File: config.mk
export PLATFORM = sky130hd
export DESIGN_NAME = ptw_addr
export DESIGN_NICKNAME = d
export VERILOG_FILES = /design/src/design/ptw_pkg.sv /design/src/design/ptw_addr.sv
export SDC_FILE = /design/constraint.sdc
export NUM_CORES = 1
export LEC_CHECK = 0
export ABC_AREA = 1
export BUFFER_PORTS_ARGS = -buffer_cell sky130_fd_sc_hd__buf_2
export CORE_AREA = 2 2 53 55
export DETAILED_ROUTE_END_ITERATION = 10
export DIE_AREA = 0 0 55 57
export GPL_TIMING_DRIVEN = 0
export PLACE_DENSITY = 0.85
export SLEW_MARGIN = 25
export SYNTH_ARGS = -nofsm -noshare
export SYNTH_HDL_FRONTEND = slang
export SYNTH_SLANG_ARGS = --single-unit
File: constraint.sdc
create_clock -name vclk -period 0.8
set_input_delay 0 -clock vclk [all_inputs]
set_output_delay 0 -clock vclk [all_outputs]
set_load 0.02 [all_outputs]
File: src/design/ptw_pkg.sv
// ----------------------------------------------------------------------------
// Page table walker package
// Memory geometry, operation codes and the address unit's result type.
// ----------------------------------------------------------------------------
package ptw_pkg;

  localparam int MEM_WORDS = 4096;
  localparam int MEM_AW    = $clog2(MEM_WORDS);

  localparam int          PAGE_BITS  = 12;
  localparam int          INDEX_BITS = 9;
  localparam logic [63:0] PAGE_MASK  = 64'hfff;

  localparam logic OP_WRITE = 1'b0;
  localparam logic OP_XLATE = 1'b1;

  typedef struct packed {
    logic              fault;
    logic [MEM_AW-1:0] word_addr;
  } ptw_addr_t;

endpackage

File: src/design/ptw_addr.sv
// ----------------------------------------------------------------------------
// Page table walker: entry address unit
// Picks the level's nine-bit index, forms the table word address and flags
// a table word that lies outside the memory window.
// ----------------------------------------------------------------------------
module ptw_addr
  import ptw_pkg::*;
(
  input  logic [63:0] table_base,
  input  logic [47:0] virtual_address,
  input  logic [1:0]  level,
  output ptw_addr_t   entry
);

  logic [INDEX_BITS-1:0] idx;
  logic [60:0]           word;

  always_comb begin
    unique case (level)
      2'd3: idx = virtual_address[47:39];
      2'd2: idx = virtual_address[38:30];
      2'd1: idx = virtual_address[29:21];
      2'd0: idx = virtual_address[20:12];
      default: idx = '0;
    endcase
  end

  // Table base is page aligned, so adding the index is an OR.
  assign word = table_base[63:3] | 61'(idx);

  assign entry.fault     = (word >= 61'(MEM_WORDS));
  assign entry.word_addr = word[MEM_AW-1:0];

endmodule

==> metrics.md <==
| Metric | Value |
|---|---|
| Number of antenna violations at the first check in global routing | 0 |
| Synth Cell Area | 498 um2 |
| Post-route ant nets | 0 |
| Sequential cell area | 0 um2 |
| CTS Hold Bufs | 0 |
| GRT Util Overall | 13.5% |
| Crit path capture type | output pin |
| 1st-iter DRT viols | 9 |
| Final #Nets | 339 |
| Die Footprint | 0.00314 mm2 |
| Required @ worst endpoint | roughly 0.8 ns |
| Synth top area cells | nand2_1 33%, nor2_1 24%, nand3b_1 14%, a21oi_1 9.0%, nand3_1 9.0% |
| Max frequency | 1280 MHz |
| # Max-Cap Violations | 0 |
| Slew Limit Fails | 0 |
| Slew HR | 85.1% |
| Reg power frac | 0% |
| Placed cell count | between 200 and 300 |
| Post-synth top area share | 33.2% |
| Sequence of cells on the critical path | buf_12 > buf_8 > nor2_4 > a21oi_2 > nand3b_1 > buf_6 |
| Post-synthesis sequential area ratio | 0% |
| Vias per std cell | between 4 and 5 |
| Final std cells w/o fill | 254 |
| Worst Hold Class | in2out |
| Crit path max-delay cell type | nor2_4 |
| Measured slew at the worst slew-check pin | 0.223 ns |
| Gate power share | 100.0% |
| CLK BUF | 0 |
| WP depth | 6 |
| Distinct cell type count after synthesis | 10 |
| Vias in the first global route | a little over 900 |
| Leak pwr | 0.702 nW |
| Share of layout cells above drive strength 1 | between 60% and 70% |
| GPL Wtd Cong | 0.738 |
| Dpl cell area | 0.00108 mm2 |
| Post-DP HPWL | 1950 um |
| Largest delay share family, worst path | buffers and inverters |
| GR Overflow Total | 0 |
| Tcrit/Tclk final | between 90 and 100% |
| # IOs | 127 |
| Crit path DAT | 0.78 ns |
| Via Count | 1103 |
| Critical Path Start Type | input pin |
| Status | finished, final reports clean |
| Switching pwr | between 0.2 and 0.3 mW |
| Cells after Synth | between 100 and 150 |
| WP buf/inv | 3 |
| CP peak stage delay | 0.21 ns |
| Drt first pass iters | 2 |
| PortBufs | 109 |
| Final WL | approximately 2500 um |
| RSZ-0062 raised after global routing | yes |
| PD cells | 491 mW/mm2 |
| Sw frac | between 40% and 50% |
| First-pass GRT wire length | 3460 um |
| Critical path class | in2out |
| Area Growth Syn to Fin | 163% |
| Core Region | between 0.002 and 0.003 mm2 |
| PnR worst setup slack | 0.0200 ns |
| Crit-path max FO | 6 |
| Design area | ~0.0013 mm2 |
| Initial Util | a little under a fifth |
| DRC viols | 0 |
| Pint | 0.366 mW |
| FP Rows | 19 |
| Mapped Avg Cell Area | 4.49 um2 |
| Fin Setup TNS | 0 ns |
| Min cycle time layout | 0.780 ns |
| Setup bufs post-CTS | 0 |
| # setup viols final | 0 |
| Clock power share | 0% |
| Layout filler cell count | ~300 |
| Number of antenna diodes | 0 |
| Synth warn | 0 |
| WL/cell | 9.91 um |
| Worst vdd ir | 280 uV |
| Largest area contributor in the netlist | nand2_1 |
| Syn nets | 225 |
| Final Hold Fails | 0 |
| WHS Path Cells | 2 |
| Die W | 55 um |
| Largest net degree at the start of global routing | 12 |
| Die Ht | approximately 57 um |
| Dpl ws | -0.0738 ns |
| Total number of sequential cells | 0 |
cell usage in the layout, fill, tap and decap left out, drive strengths merged:
| master | netlist | final |
|---|---|---|
| nand2 | 44 | 44 |
| buf | 4 | 113 |
| nand3b | 9 | 9 |
| nor2 | 34 | 36 |
| a21oi | 9 | 9 |
| clkinv | 1 | 1 |
| inv | 1 | 1 |
| nand3 | 9 | 9 |
| clkbuf | 0 | 1 |
layout make-up:
| cell class | count | area [um2] | area share (%) |
|---|---|---|---|
| tap | 31 | 38.8 | 2.96 |
| inverter | 2 | 13.8 | 1.05 |
| buffer | 4 | 37.5 | 2.86 |
| timing repair buffer | 110 | 683 | 52.1 |
| multi-input combinational | 107 | 538 | 41.0 |
cell families (layout without fill, tap and decap cells):
logic type / count (synthesis) / in the layout / synth area share, %
and+or+nand+nor: 96 / 98 / 83.4
buffers and inverters: 6 / 116 / 7.54
AOI/OAI and AO/OA: 9 / 9 / 9.04
through the flow:
step | total power [mW] | util, % | hold slack, ns
6_report | 0.644 | 50.1 | 0.218
5_1_grt | 0.708 | 50.1 | 0.220
4_1_cts | 0.520 | 42.2 | 0.219
3_5_place_dp | 0.505 | 41.4 | 0.218
3_3_place_gp | 0.497 | 41.4 | 0.218
2_1_floorplan | 0.219 | - | 0.113
power groups by stage:
stage	Combinational (mW)	Sequential [mW]	Clock, mW
after floorplan	0.219	0	0
after global placement	0.497	0	0
after detailed placement	0.505	0	0
after CTS	0.520	0	0
after global routing	0.708	0	0
final	0.644	0	0
final timing paths:
kind / to / from / slack, ns
max: entry[1] / level[0] / 0.02
min: entry[9] / table_base[12] / 0.22
layer usage:
metal | wire length [um] | vias up | global-route usage [%]
li1 | - | 586 | -
met1 | 918 | 478 | 17.6
met2 | 1460 | 37 | 24.8
met3 | 117 | 2 | 0.262
met4 | 19 | 0 | 1.39
met5 | 0 | - | 0
cell usage after synthesis:
master,count
clkinv_1,1
nand3_1,9
buf_4,4
nand3b_1,9
nor2_2,1
nor2_1,32
inv_2,1
a21oi_1,9
nand2_1,44
nor2_4,1
timing repair:
action                     4_1_cts  5_1_grt
gates resized for setup          5       47
setup endpoints to repair        9       10
hold endpoints to repair         0        0
pin swaps                        1       32
cloned                           1        2
Note: power is estimated with default switching activity, not from simulation.
